`src/design/ffca_pkg.sv`:
```
// Package with the shared types and status codes of the allocator.
package ffca_pkg;
	typedef enum logic [1:0] {
		ST_OK        = 2'd0,
		ST_DIR_FULL  = 2'd1,
		ST_NO_SPACE  = 2'd2,
		ST_NOT_FOUND = 2'd3
	} status_t;

	localparam logic ACT_CREATE = 1'b0;
	localparam logic ACT_DELETE = 1'b1;

	typedef struct packed {
		logic        action;
		logic [63:0] file_key;
		logic [4:0]  block_count;
	} req_t;

	typedef struct packed {
		status_t    status;
		logic [3:0] start_block;
		logic [4:0] length_done;
	} rsp_t;
endpackage

```
`src/design/ffca_if.sv`:
```
// Valid/ready channel interface carrying a request or a response payload.
interface ffca_req_if import ffca_pkg::*; ();
	logic valid;
	logic ready;
	req_t data;
	modport source (output valid, output data, input ready);
	modport sink (input valid, input data, output ready);
endinterface

interface ffca_rsp_if import ffca_pkg::*; ();
	logic valid;
	logic ready;
	rsp_t data;
	modport source (output valid, output data, input ready);
	modport sink (input valid, input data, output ready);
endinterface

```
`src/design/ffca_ram.sv`:
```
// Generic single-port-write, single-port-read RAM with a registered read.
module ffca_ram #(
	parameter int WIDTH = 8,
	parameter int DEPTH = 16
) (
	input  logic                     clk,
	input  logic                     we,
	input  logic [$clog2(DEPTH)-1:0] waddr,
	input  logic [WIDTH-1:0]         wdata,
	input  logic [$clog2(DEPTH)-1:0] raddr,
	output logic [WIDTH-1:0]         rdata
);
	logic [WIDTH-1:0] mem [DEPTH];

	always_ff @(posedge clk) begin
		if (we) begin
			mem[waddr] <= wdata;
		end
		rdata <= mem[raddr];
	end
endmodule

```
`src/design/ffca_ctrl.sv`:
```
// Sequencer that scans the free map and the directory and edits both.
module ffca_ctrl import ffca_pkg::*; #(
	parameter int NUM_BLOCKS  = 16,
	parameter int DIR_ENTRIES = 16
) (
	input  logic clk,
	input  logic arst_n,
	input  logic [4:0] blocks_in_use,
	ffca_req_if.sink   req,
	ffca_rsp_if.source rsp,
	output logic                           map_we,
	output logic [$clog2(NUM_BLOCKS)-1:0]  map_waddr,
	output logic                           map_wdata,
	output logic [$clog2(NUM_BLOCKS)-1:0]  map_raddr,
	input  logic                           map_rdata,
	output logic                           dir_we,
	output logic [$clog2(DIR_ENTRIES)-1:0] dir_waddr,
	output logic [64+$clog2(NUM_BLOCKS)+$clog2(NUM_BLOCKS+1)-1:0] dir_wdata,
	output logic [$clog2(DIR_ENTRIES)-1:0] dir_raddr,
	input  logic [64+$clog2(NUM_BLOCKS)+$clog2(NUM_BLOCKS+1)-1:0] dir_rdata
);
	localparam int BW = $clog2(NUM_BLOCKS);
	localparam int DW = $clog2(DIR_ENTRIES);
	localparam int BC = $clog2(NUM_BLOCKS + 1);
	localparam int DC = $clog2(DIR_ENTRIES + 1);
	localparam int SW = (BC > 5) ? BC : 5;
	localparam int EW = 64 + BW + BC;

	typedef enum logic [7:0] {
		S_IDLE  = 8'b00000001,
		S_INIT  = 8'b00000010,
		S_CSCAN = 8'b00000100,
		S_CMARK = 8'b00001000,
		S_DSCAN = 8'b00010000,
		S_DFREE = 8'b00100000,
		S_SHIFT = 8'b01000000,
		S_RESP  = 8'b10000000
	} state_t;

	state_t      state_q;
	req_t        req_q;
	logic [SW:0] limit_q;
	logic [SW:0] pos_q;
	logic [SW:0] run_start_q;
	logic [SW:0] run_len_q;
	logic        rd_pend_q;
	logic [DC-1:0] count_q;
	logic [DC-1:0] idx_q;
	logic [SW:0] flen_q;
	logic [SW:0] fpos_q;
	rsp_t        rsp_q;
	logic        rvalid_q;
	logic [SW:0] lim_c;
	logic [SW:0] need_c;

	always_comb begin
		lim_c = (SW+1)'(blocks_in_use);
		if (lim_c > (SW+1)'(NUM_BLOCKS)) begin
			lim_c = (SW+1)'(NUM_BLOCKS);
		end
		need_c = (SW+1)'(req_q.block_count);
	end

	assign req.ready = (state_q == S_IDLE) && !rvalid_q;
	assign rsp.valid = rvalid_q;
	assign rsp.data  = rsp_q;

	assign map_raddr = BW'(pos_q);
	assign dir_raddr = DW'(idx_q);

	always_comb begin
		map_we    = 1'b0;
		map_waddr = BW'(fpos_q);
		map_wdata = 1'b0;
		dir_we    = 1'b0;
		dir_waddr = DW'(count_q);
		dir_wdata = {req_q.file_key, BW'(run_start_q), BC'(req_q.block_count)};
		unique case (state_q)
			S_CMARK: begin
				map_we = (flen_q != '0);
				dir_we = (flen_q == '0);
			end
			S_DFREE: begin
				map_we    = (flen_q != '0) && (fpos_q < (SW+1)'(NUM_BLOCKS));
				map_wdata = 1'b1;
			end
			S_SHIFT: begin
				dir_we    = rd_pend_q;
				dir_waddr = DW'(idx_q - DC'(2));
				dir_wdata = dir_rdata;
			end
			default: ;
		endcase
	end

	always_ff @(posedge clk or negedge arst_n) begin
		if (!arst_n) begin
			state_q  <= S_IDLE;
			count_q  <= '0;
			rvalid_q <= 1'b0;
			rd_pend_q <= 1'b0;
		end else begin
			if (rvalid_q && rsp.ready) begin
				rvalid_q <= 1'b0;
			end
			unique case (state_q)
				S_IDLE: begin
					if (req.valid && req.ready) begin
						req_q   <= req.data;
						limit_q <= lim_c;
						state_q <= S_INIT;
					end
				end
				S_INIT: begin
					pos_q <= '0; run_start_q <= '0; run_len_q <= '0;
					idx_q <= '0; rd_pend_q <= 1'b0;
					if (req_q.action == ACT_DELETE) begin
						state_q <= S_DSCAN;
					end else if (count_q >= DC'(DIR_ENTRIES)) begin
						rsp_q <= '{ST_DIR_FULL, 4'd0, 5'd0};
						state_q <= S_RESP;
					end else if (need_c > limit_q) begin
						rsp_q <= '{ST_NO_SPACE, 4'd0, 5'd0};
						state_q <= S_RESP;
					end else if (need_c == '0) begin
						run_start_q <= '0;
						fpos_q <= '0; flen_q <= '0;
						state_q <= S_CMARK;
					end else begin
						state_q <= S_CSCAN;
					end
				end
				S_CSCAN: begin
					if (rd_pend_q) begin
						if (!map_rdata) begin
							run_len_q   <= '0;
							run_start_q <= pos_q;
						end else if (run_len_q + 1'b1 == need_c) begin
							fpos_q <= run_start_q;
							flen_q <= need_c;
							state_q <= S_CMARK;
						end else begin
							run_len_q <= run_len_q + 1'b1;
						end
					end
					if (state_q == S_CSCAN && !(rd_pend_q && map_rdata &&
						run_len_q + 1'b1 == need_c)) begin
						if (pos_q >= limit_q) begin
							rsp_q <= '{ST_NO_SPACE, 4'd0, 5'd0};
							state_q <= S_RESP;
							rd_pend_q <= 1'b0;
						end else begin
							pos_q <= pos_q + 1'b1;
							rd_pend_q <= 1'b1;
						end
					end else begin
						rd_pend_q <= 1'b0;
					end
				end
				S_CMARK: begin
					if (flen_q == '0) begin
						count_q <= count_q + 1'b1;
						rsp_q <= '{ST_OK, 4'(run_start_q), req_q.block_count};
						state_q <= S_RESP;
					end else begin
						fpos_q <= fpos_q + 1'b1;
						flen_q <= flen_q - 1'b1;
					end
				end
				S_DSCAN: begin
					if (rd_pend_q && dir_rdata[EW-1:BW+BC] == req_q.file_key) begin
						fpos_q   <= (SW+1)'(dir_rdata[BW+BC-1:BC]);
						flen_q   <= (SW+1)'(dir_rdata[BC-1:0]);
						rsp_q <= '{ST_OK, 4'(dir_rdata[BW+BC-1:BC]),
							5'(dir_rdata[BC-1:0])};
						rd_pend_q <= 1'b0;
						state_q <= S_DFREE;
					end else if (idx_q >= count_q) begin
						rsp_q <= '{ST_NOT_FOUND, 4'd0, 5'd0};
						rd_pend_q <= 1'b0;
						state_q <= S_RESP;
					end else begin
						idx_q <= idx_q + 1'b1;
						rd_pend_q <= 1'b1;
					end
				end
				S_DFREE: begin
					if (flen_q == '0 || fpos_q >= (SW+1)'(NUM_BLOCKS)) begin
						state_q <= S_SHIFT;
					end else begin
						fpos_q <= fpos_q + 1'b1;
						flen_q <= flen_q - 1'b1;
					end
				end
				S_SHIFT: begin
					if (idx_q >= count_q) begin
						count_q <= count_q - 1'b1;
						rd_pend_q <= 1'b0;
						state_q <= S_RESP;
					end else begin
						idx_q <= idx_q + 1'b1;
						rd_pend_q <= 1'b1;
					end
				end
				S_RESP: begin
					rvalid_q <= 1'b1;
					state_q  <= S_IDLE;
				end
				default: state_q <= S_IDLE;
			endcase
		end
	end
endmodule

```
`src/design/first_fit_contiguous_allocator.sv`:
```
// A create scans the free map up to blocks_in_use, then marks length blocks; a delete
// scans the directory, frees length blocks and shifts later entries; the scans step one RAM word per cycle.
// One transaction at a time; the next request is taken only once the result has been taken.
// Reset clears the directory count and sets the range register to 16;
// a free-map clearing pass over all NUM_BLOCKS blocks follows, refusing requests.
// Result registered; it is held until taken.
module first_fit_contiguous_allocator import ffca_pkg::*; #(
	parameter int NUM_BLOCKS  = 16,
	parameter int DIR_ENTRIES = 16
) (
	input  logic       clk,
	input  logic       arst_n,
	input  logic       cfg_we,
	input  logic [4:0] cfg_wdata,
	ffca_req_if.sink   req,
	ffca_rsp_if.source rsp
);
	localparam int BW = $clog2(NUM_BLOCKS);
	localparam int DW = $clog2(DIR_ENTRIES);
	localparam int BC = $clog2(NUM_BLOCKS + 1);
	localparam int EW = 64 + BW + BC;

	logic [4:0] blocks_q;
	logic [BW:0] clr_q;
	logic        clr_done;
	logic map_we_c, map_wdata_c, map_rdata, map_we;
	logic [BW-1:0] map_waddr_c, map_raddr, map_waddr;
	logic dir_we;
	logic [DW-1:0] dir_waddr, dir_raddr;
	logic [EW-1:0] dir_wdata, dir_rdata;

	ffca_req_if req_g ();

	assign clr_done = clr_q[BW];
	assign req_g.valid = req.valid && clr_done;
	assign req_g.data  = req.data;
	assign req.ready   = req_g.ready && clr_done;

	always_ff @(posedge clk or negedge arst_n) begin
		if (!arst_n) begin
			blocks_q <= 5'd16;
			clr_q    <= '0;
		end else begin
			if (cfg_we) begin
				blocks_q <= cfg_wdata;
			end
			if (!clr_done) begin
				clr_q <= clr_q + 1'b1;
			end
		end
	end

	assign map_we    = clr_done ? map_we_c : 1'b1;
	assign map_waddr = clr_done ? map_waddr_c : BW'(clr_q);

	ffca_ctrl #(.NUM_BLOCKS(NUM_BLOCKS), .DIR_ENTRIES(DIR_ENTRIES)) u_ctrl (
		.clk, .arst_n, .blocks_in_use(blocks_q), .req(req_g), .rsp,
		.map_we(map_we_c), .map_waddr(map_waddr_c), .map_wdata(map_wdata_c),
		.map_raddr, .map_rdata,
		.dir_we, .dir_waddr, .dir_wdata, .dir_raddr, .dir_rdata
	);

	ffca_ram #(.WIDTH(1), .DEPTH(NUM_BLOCKS)) u_map (
		.clk, .we(map_we), .waddr(map_waddr),
		.wdata(clr_done ? map_wdata_c : 1'b1),
		.raddr(map_raddr), .rdata(map_rdata)
	);

	ffca_ram #(.WIDTH(EW), .DEPTH(DIR_ENTRIES)) u_dir (
		.clk, .we(dir_we), .waddr(dir_waddr), .wdata(dir_wdata),
		.raddr(dir_raddr), .rdata(dir_rdata)
	);
endmodule

```
`src/flat_wrapper.sv`:
```
// flat-port wrapper written by rule: the top's interface ports become plain ports
module first_fit_contiguous_allocator_flat import ffca_pkg::*;
#(
	parameter int NUM_BLOCKS  = 16,
	parameter int DIR_ENTRIES = 16
)
  (clk, arst_n, cfg_we, cfg_wdata, req_valid, req_data, req_ready, rsp_valid, rsp_data, rsp_ready);
  ffca_req_if req_i ();
  ffca_rsp_if rsp_i ();
  input  logic clk;
  input  logic arst_n;
  input  logic cfg_we;
  input  logic [4:0] cfg_wdata;
  input wire logic [$bits(req_i.valid)-1:0] req_valid;
  input wire logic [$bits(req_i.data)-1:0] req_data;
  output wire logic [$bits(req_i.ready)-1:0] req_ready;
  output wire logic [$bits(rsp_i.valid)-1:0] rsp_valid;
  output wire logic [$bits(rsp_i.data)-1:0] rsp_data;
  input wire logic [$bits(rsp_i.ready)-1:0] rsp_ready;
  assign req_i.valid = req_valid;
  assign req_i.data = req_data;
  assign req_ready = req_i.ready;
  assign rsp_valid = rsp_i.valid;
  assign rsp_data = rsp_i.data;
  assign rsp_i.ready = rsp_ready;
  first_fit_contiguous_allocator #(.NUM_BLOCKS(NUM_BLOCKS), .DIR_ENTRIES(DIR_ENTRIES)) u_core (.clk(clk), .arst_n(arst_n), .cfg_we(cfg_we), .cfg_wdata(cfg_wdata), .req(req_i), .rsp(rsp_i));
endmodule
```
`config.mk`:
```
export PLATFORM = sky130hd
export DESIGN_NAME = first_fit_contiguous_allocator_flat
export DESIGN_NICKNAME = d
export VERILOG_FILES = /design/src/design/ffca_pkg.sv /design/src/design/ffca_if.sv /design/src/design/ffca_ram.sv /design/src/design/ffca_ctrl.sv /design/src/design/first_fit_contiguous_allocator.sv /design/src/flat_wrapper.sv
export SDC_FILE = /design/constraint.sdc
export NUM_CORES = 2
export LEC_CHECK = 0
export ABC_AREA = 1
export BUFFER_PORTS_ARGS = -buffer_cell sky130_fd_sc_hd__buf_2
export CAP_MARGIN = 5
export CORE_UTILIZATION = 32
export CTS_CLUSTER_SIZE = 24
export DETAILED_ROUTE_END_ITERATION = 8
export GPL_TIMING_DRIVEN = 0
export SYNTH_ARGS = -nofsm -noshare
export SYNTH_HDL_FRONTEND = slang
export SYNTH_HIERARCHICAL = 1
export SYNTH_SLANG_ARGS = --single-unit
```
`constraint.sdc`:
```
create_clock -name clk -period 5.5 [get_ports clk]
set_clock_uncertainty 0.15 [all_clocks]
set_input_delay 1.65 -clock clk [delete_from_list [all_inputs] [get_ports clk]]
set_output_delay 1.65 -clock clk [all_outputs]
set_load 0.01 [all_outputs]
```
; Word level (Yosys, flattened, before mapping)
; Memory sizes are Yosys's and may differ from the RTL's. A register that Yosys moved wholly into a read port is not among the register bits.
; Cells that the tools add are included.
[word_totals]
wordCells = 181
reg_bits = 147
latchBits = 0
memories = 2
rom_bits = 0
out_inout_bits = 13
mem_bits_rw = 1184
[mem_list]
columns = name, depth, word_bits, rd, rd_clocked_by_memory_dff, wr, line_no
row1 = u_core.u_dir.mem, 16, 73, 1, 1, 1, ffca_ram.sv:13  ; logic [WIDTH-1:0] mem [DEPTH];
row2 = u_core.u_map.mem, 16, 1, 1, 1, 1, ffca_ram.sv:13
[op_classes]
order_cmp = 7
n_mux = 78
n_eq_ne = 32
add_sub_neg = 9
shift = 0
bitwise_logic = 0
n_div = 0
reduce_logical = 32
n_mul = 0
[op_table]
columns = cell, count
row1 = $mux W6, 23
row2 = $mux W8, 13
row3 = $mux W11, 8
row4 = $mux W73, 1
row5 = $eq A64 B64 Y1, 1
row6 = $pmux W6 S5, 2
row7 = $pmux W8 S7, 1
row8 = $pmux W11 S4, 1
row9 = $pmux W6 S2, 3
row10 = $ne A2 B2 Y1 const B, 16
row11 = $mux W5, 5
row12 = $add A6 B1 Y6 const B, 3
row13 = $add A5 B1 Y5 const B, 3
row14 = $pmux W5 S3, 1
row15 = $mux W1, 13
row16 = $logic_not A6 Y1, 2
row17 = $mux W4, 3
row18 = $reduce_and A12 Y1, 1
row19 = $reduce_and A3 Y1, 4
row20 = $reduce_and A4 Y1, 3
row21 = $logic_and A1 B1 Y1, 10
row22 = $pmux W5 S2, 1
row23 = $ne A3 B3 Y1 const B, 3
row24 = $eq A8 B1 Y1 const B, 1
row25 = other kinds (29), 36

; Logic depth before layout (Yosys ltp)
[depth]
depth_word = 8
mapped_depth = 14

; By module
; The synthesis kept the hierarchy.
[by_module_without_submodules]
columns = module, instances, seq_area_each_um2, area_each_um2, cells_each
row1 = ffca_ram (u_core.u_dir), 1, 36535.0, 51595.7, 4798
row2 = ffca_ctrl, 1, 4010.1, 8719.6, 1135
row3 = ffca_ram (u_core.u_map), 1, 500.5, 849.6, 94
row4 = first_fit_contiguous_allocator, 1, 251.5, 488.0, 53

; Worst setup path after synthesis
; Ideal clock, no wire load.
[synth_timing]
kind = input -> register
from = in req_valid
to = reg u_core.u_ctrl.limit_q[0], enable pin
path_stages = 4
arrival_ns = 4.940
slack_ns = -0.098
required_time_ns = 4.842
cell_sequence = nand2_1 inv_1 nand2_1 nor2_1
[synth_between]
elab_chain_len = 3
[synth_lines]
columns = element, line_no
row1 = from (decl), flat_wrapper.sv:14  ; input wire logic [$bits(req_i.valid)-1:0] req_valid;
row2 = $logic_and A1 B1 Y1, first_fit_contiguous_allocator.sv:35  ; assign req_g.valid = req.valid && clr_done;
row3 = net u_core.req_g.valid, ffca_if.sv:3  ; logic valid;
row4 = $logic_and A1 B1 Y1, ffca_ctrl.sv:108  ; if (req.valid && req.ready) begin
row5 = $reduce_and A3 Y1 (no line), -
row6 = to (signal assigned), ffca_ctrl.sv:110  ; limit_q <= lim_c;
row7 = to (decl), ffca_ctrl.sv:42  ; logic [SW:0] limit_q;
; The timed path passes the listed nets, and every way through them passes these cells.
; A chain may end at the register's enable or synchronous reset.

; Final worst setup path
[layout_timing]
from = reg u_core/u_ctrl/req_q[55] (netlist name)
to = reg u_core.u_ctrl.fpos_q[2], enable pin
[layout_between]
elab_chain_len = 4
[layout_lines]
columns = element, line_no
row1 = from (decl), ffca_ctrl.sv:41  ; req_t req_q;
row2 = from (signal assigned), ffca_ctrl.sv:109  ; req_q <= req.data;
row3 = $eq A64 B64 Y1, ffca_ctrl.sv:171  ; if (rd_pend_q && dir_rdata[EW-1:BW+BC] == req_q.file_key) begin
row4 = $logic_and A1 B1 Y1, ffca_ctrl.sv:171
row5 = $ne A2 B2 Y1 (no line), -
row6 = $reduce_and A12 Y1 (no line), -
row7 = to (signal assigned), ffca_ctrl.sv:166  ; fpos_q <= fpos_q + 1'b1;
row8 = to (signal assigned), ffca_ctrl.sv:172  ; fpos_q <= (SW+1)'(dir_rdata[BW+BC-1:BC]);
row9 = to (signal assigned), ffca_ctrl.sv:191  ; fpos_q <= fpos_q + 1'b1;
row10 = to (decl), ffca_ctrl.sv:50  ; logic [SW:0] fpos_q;
; No other way between the ends.

==> flow_summary_export.csv <==
group,metric,value,unit
run_status,status,"completed",
routing,num_vias,43800,
clocking,cts_tree,"built",
timing,tightest_hold_margin,366,ps
finish,fin_area,71400,µm²
timing,finalHoldViolCount,0,
clocking,cts_made_buffers,144,
grt,grt_pass1_wl,268000,µm
yosys,synth_top_family_by_area,"simple AND/OR/NAND/NOR gates",
clocking,htree_num_levels,4,
grt,initial_antenna_violation_count,15,
clocking,post_cts_resize_count,0,
routing,finalWirelength,185000,µm
yosys,synth_top_cell_by_area,"edfxtp_1",
clocking,clock_sink_count,1404,
placed_design,placed_cells_incl_taps,8787,
timing,final_min_period_over_clock_period,80.6,%
finish,layoutNonFillerInstCount,9054,
finish,final_layout_size_suffix_gt1_share,10.6,%
setup_path,critPathRequiredTime,5730,ps
grt,first_global_vias,41200,
finish,nFillCells,18400,
setup_path,timing_worst_setup_path_type,"reg2reg",
finish,total_area_of_multi_input_combinational_cells,14600,µm²
setup_path,worstPathArrival,4660,ps
floorplanning,rows,160,
clocking,cts_setup_buffers,0,
routing,postRouteAntennaNets,0,
yosys,number_of_enable_flip_flop_cells_after_synthesis,1305,
finish,nets,6530,
yosys,post_synth_instance_area,61700,µm²
pwr,power_density,343,nW/µm²
pwr,vdd.ir_drop.worst,296,µV
floorplanning,die_w,441,µm
yosys,synth_fp_nets,6188,
setup_path,timing.critical_path.cells,"xnor2_1 -> nand3_1 -> nor4_1 -> nand3_1 -> buf_2 -> nand2_1 -> inv_1 -> nor2_1",
pwr,leakage,30.6,nW
setup_path,crit_path_max_fanout,12,
timing,timing.fmax,0.225,GHz
setup_path,cp_slowest_cell,"nor2_1",
timing,setup_slack,1070,ps
clocking,clk_pin_slew_worst_paths,60,ps
yosys,synth_top_area_share,63.6,%
placed_design,place_congestion,0.902,
yosys,yosys_most_used_dff,"edfxtp_1",
timing,period_needed,4430,ps
yosys,postSynthRegisterBits,1404,
yosys,synth.area.mux_share,0.0913,%
yosys,synth.avg_cell_area,10.1,µm²
timing,rsz0062_at_grt,"false",
timing,finalMaxSlewViolations,0,
yosys,post_synth_fa_ha_maj_area_fraction,0.580,%
placed_design,post-place-ws,1380,ps
floorplanning,floorplan.die.height,441,µm
job,maxCapViolations,0,
routing,detail_route.first_pass.iterations,6,
yosys,fraction_of_the_mapped_netlist_area_in_compound_gates,1.18,%
timing,setup_viol,0,
yosys,async_flop_share,1.78,%
grt,grt_overflow,0,
floorplanning,floorplan.initialDensity,32.3,%
yosys,ys_warn_count,6,
yosys,post_synth_xor_area_fraction,0.398,%
setup_path,cp-start-kind,"flip-flop",
setup_path,critPathCaptureType,"flip-flop",
grt,grt_util_all_layers,18.8,%
clocking,cts.path.max_buffers,3,
yosys,synth_cells,6080,
routing,routed_wire_length_per_instance,20.4,µm
clocking,cts-hold-fix-buffers,0,
floorplanning,die-area,194000,µm²
floorplanning,design.core.area,191000,µm²
placed_design,portBuffers,92,
clocking,cts-root-buf,"clkbuf_16",
yosys,synth.distinct_cells,52,
grt,largest_net_degree_at_the_start_of_global_routing,28,
yosys,ys_seq_area_share,67.0,%
setup_path,delay_of_the_slowest_cell_on_the_worst_path,800,ps
floorplanning,count_of_boundary_i_o_pins,93,
routing,detailedRoute.firstIterationViolations,5020,
pwr,power.total,24.5,mW
routing,route.detailed.vias_per_inst,4.84,
finish,sequential_cell_area,41300,µm²
yosys,cells_taking_the_most_area_after_synthesis,"edfxtp_1 64%, nand2_1 12%, nand3_1 7.6%",
placed_design,dp_hpwl,128000,µm
placed_design,postPlaceCellArea,66900,µm²
min_path,min-delay-path-class,"reg2reg",
timing,actual_slew_at_the_worst_max_slew_pin,1250,ps
clocking,clk-insertion-delay-late,780,ps
timing,slew-limit-headroom,16.9,%
routing,drt_drc_violations_left,0,
yosys,synth_simple_gate_area_share,21.2,%
setup_path,worst_path_most_repeated_cell,"nand3_1",
finish,area_growth_syn_to_layout,15.8,%
-- critical path: cells and delay by family (launching register included) --
kind | cells | cell delay [ps]
flops | 1 | 440
xor+xnor | 1 | 560
simple gates | 5 | 2480
buf+inv | 2 | 390
-- area by class of cell --
class	count	area share, %
tap	2511	4.40
inverter	1112	5.86
multi-input combinational	3285	20.4
buffer	279	2.44
sequential	1404	57.8
timing repair buffer	196	2.71
antenna	4	0.0140
clock inverter	60	0.862
clock buffer	203	5.51
-- Yosys cell counts (all sizes together), types with 2 or more instances --
cell type	number
dfstp	2
nor2	155
clkinv	2
edfxtp	1305
ha	27
or2	8
o21a	2
nor3	9
o21ai	88
xnor2	16
dfxtp	74
nand3b	9
a31oi	2
a21oi	14
nand2	1946
inv	1110
clkbuf	32
buf	247
dfrtp	23
xor2	12
o211ai	5
o221ai	6
mux2	5
nand4	21
o22ai	10
nand3	934
nor4	3
nor3b	7
-- per-layer routing --
metal	up-vias	global-route usage (%)	share of wire, %
met5	-	0	0
met4	0	8.04	4.2
met3	357	3.51	9.1
met2	2118	29.9	46
met1	21000	25.0	41
li1	20300	-	-
-- cells by family after synthesis --
family / Yosys count
simple gates: 3093
flops: 1404
buf+inv: 1391
compound gates: 131
xor+xnor: 28
fa+ha+maj: 28
mux: 5
-- layout by cell type (no fill, tap or decap), types with 27 or more instances in the layout --
master,instances
edfxtp_1,1305
o21ai_1,61
ha_1,27
clkbuf_1,79
buf_6,53
inv_1,1096
buf_2,232
nand3_1,931
dfxtp_1,74
nor2_1,129
nand2_1,1939
buf_4,84
buf_12,45
clkinv_2,27
clkbuf_16,146
-- registers in the layout, summed over array words and instances (netlist names) --
register	count
u_core/u_ctrl/req_q	65
u_core/u_map/rdata	1
u_core/u_ctrl/rd_pend_q	1
u_core/u_ctrl/pos_q	6
u_core/u_dir/mem	1168
u_core/u_ctrl/rsp.valid	1
u_core/u_ctrl/fpos_q	6
u_core/u_ctrl/idx_q	5
u_core/u_ctrl/state_q	8
u_core/u_ctrl/run_start_q	6
u_core/u_dir/rdata	73
u_core/u_ctrl/flen_q	6
u_core/clr_q	5
u_core/u_ctrl/rsp.data	11
u_core/u_ctrl/limit_q	5
u_core/u_ctrl/need_c	5
u_core/u_ctrl/count_q	5
u_core/u_map/mem	16
u_core/u_ctrl/run_len_q	6
u_core/blocks_q	5
-- path summary, 6_finish.rpt --
kind                                                   start                                    to  slack [ps]  depth (start not counted)
setup / recovery           u_core/u_ctrl/req_q[55]$_DFFE_PP_     u_core/u_ctrl/fpos_q[2]$_DFFE_PP_        1070                          8
hold reg to reg               u_core/blocks_q[2]$_DFFE_PN0P_        u_core/blocks_q[2]$_DFFE_PN0P_         370                          1
setup reg to reg           u_core/u_ctrl/req_q[55]$_DFFE_PP_     u_core/u_ctrl/fpos_q[2]$_DFFE_PP_        1070                          8
hold / removal                u_core/blocks_q[2]$_DFFE_PN0P_        u_core/blocks_q[2]$_DFFE_PN0P_         370                          1
max in group asynchronous                             arst_n  u_core/u_ctrl/count_q[3]$_DFFE_PN0P_        4070                          1
min in group asynchronous                             arst_n        u_core/blocks_q[2]$_DFFE_PN0P_         730                          1
-- power breakdown --
part           leakage (nW)  switching, mW  internal (mW)  total (mW)
registers              12.7          0.209           12.0        12.3
clock network          2.23           4.15           5.44        9.60
logic                  15.6           1.92          0.718        2.64
total                  30.6           6.28           18.2        24.5
-- per-stage QoR --
stage	utilization, %	setup TNS (ps)
2_1_floorplan	-	0
3_3_place_gp	34.2	-4297420
3_5_place_dp	35.0	0
4_1_cts	37.4	0
5_1_grt	37.4	0
6_report	37.4	0
No activity file was read; power rests on OpenSTA's default activity.
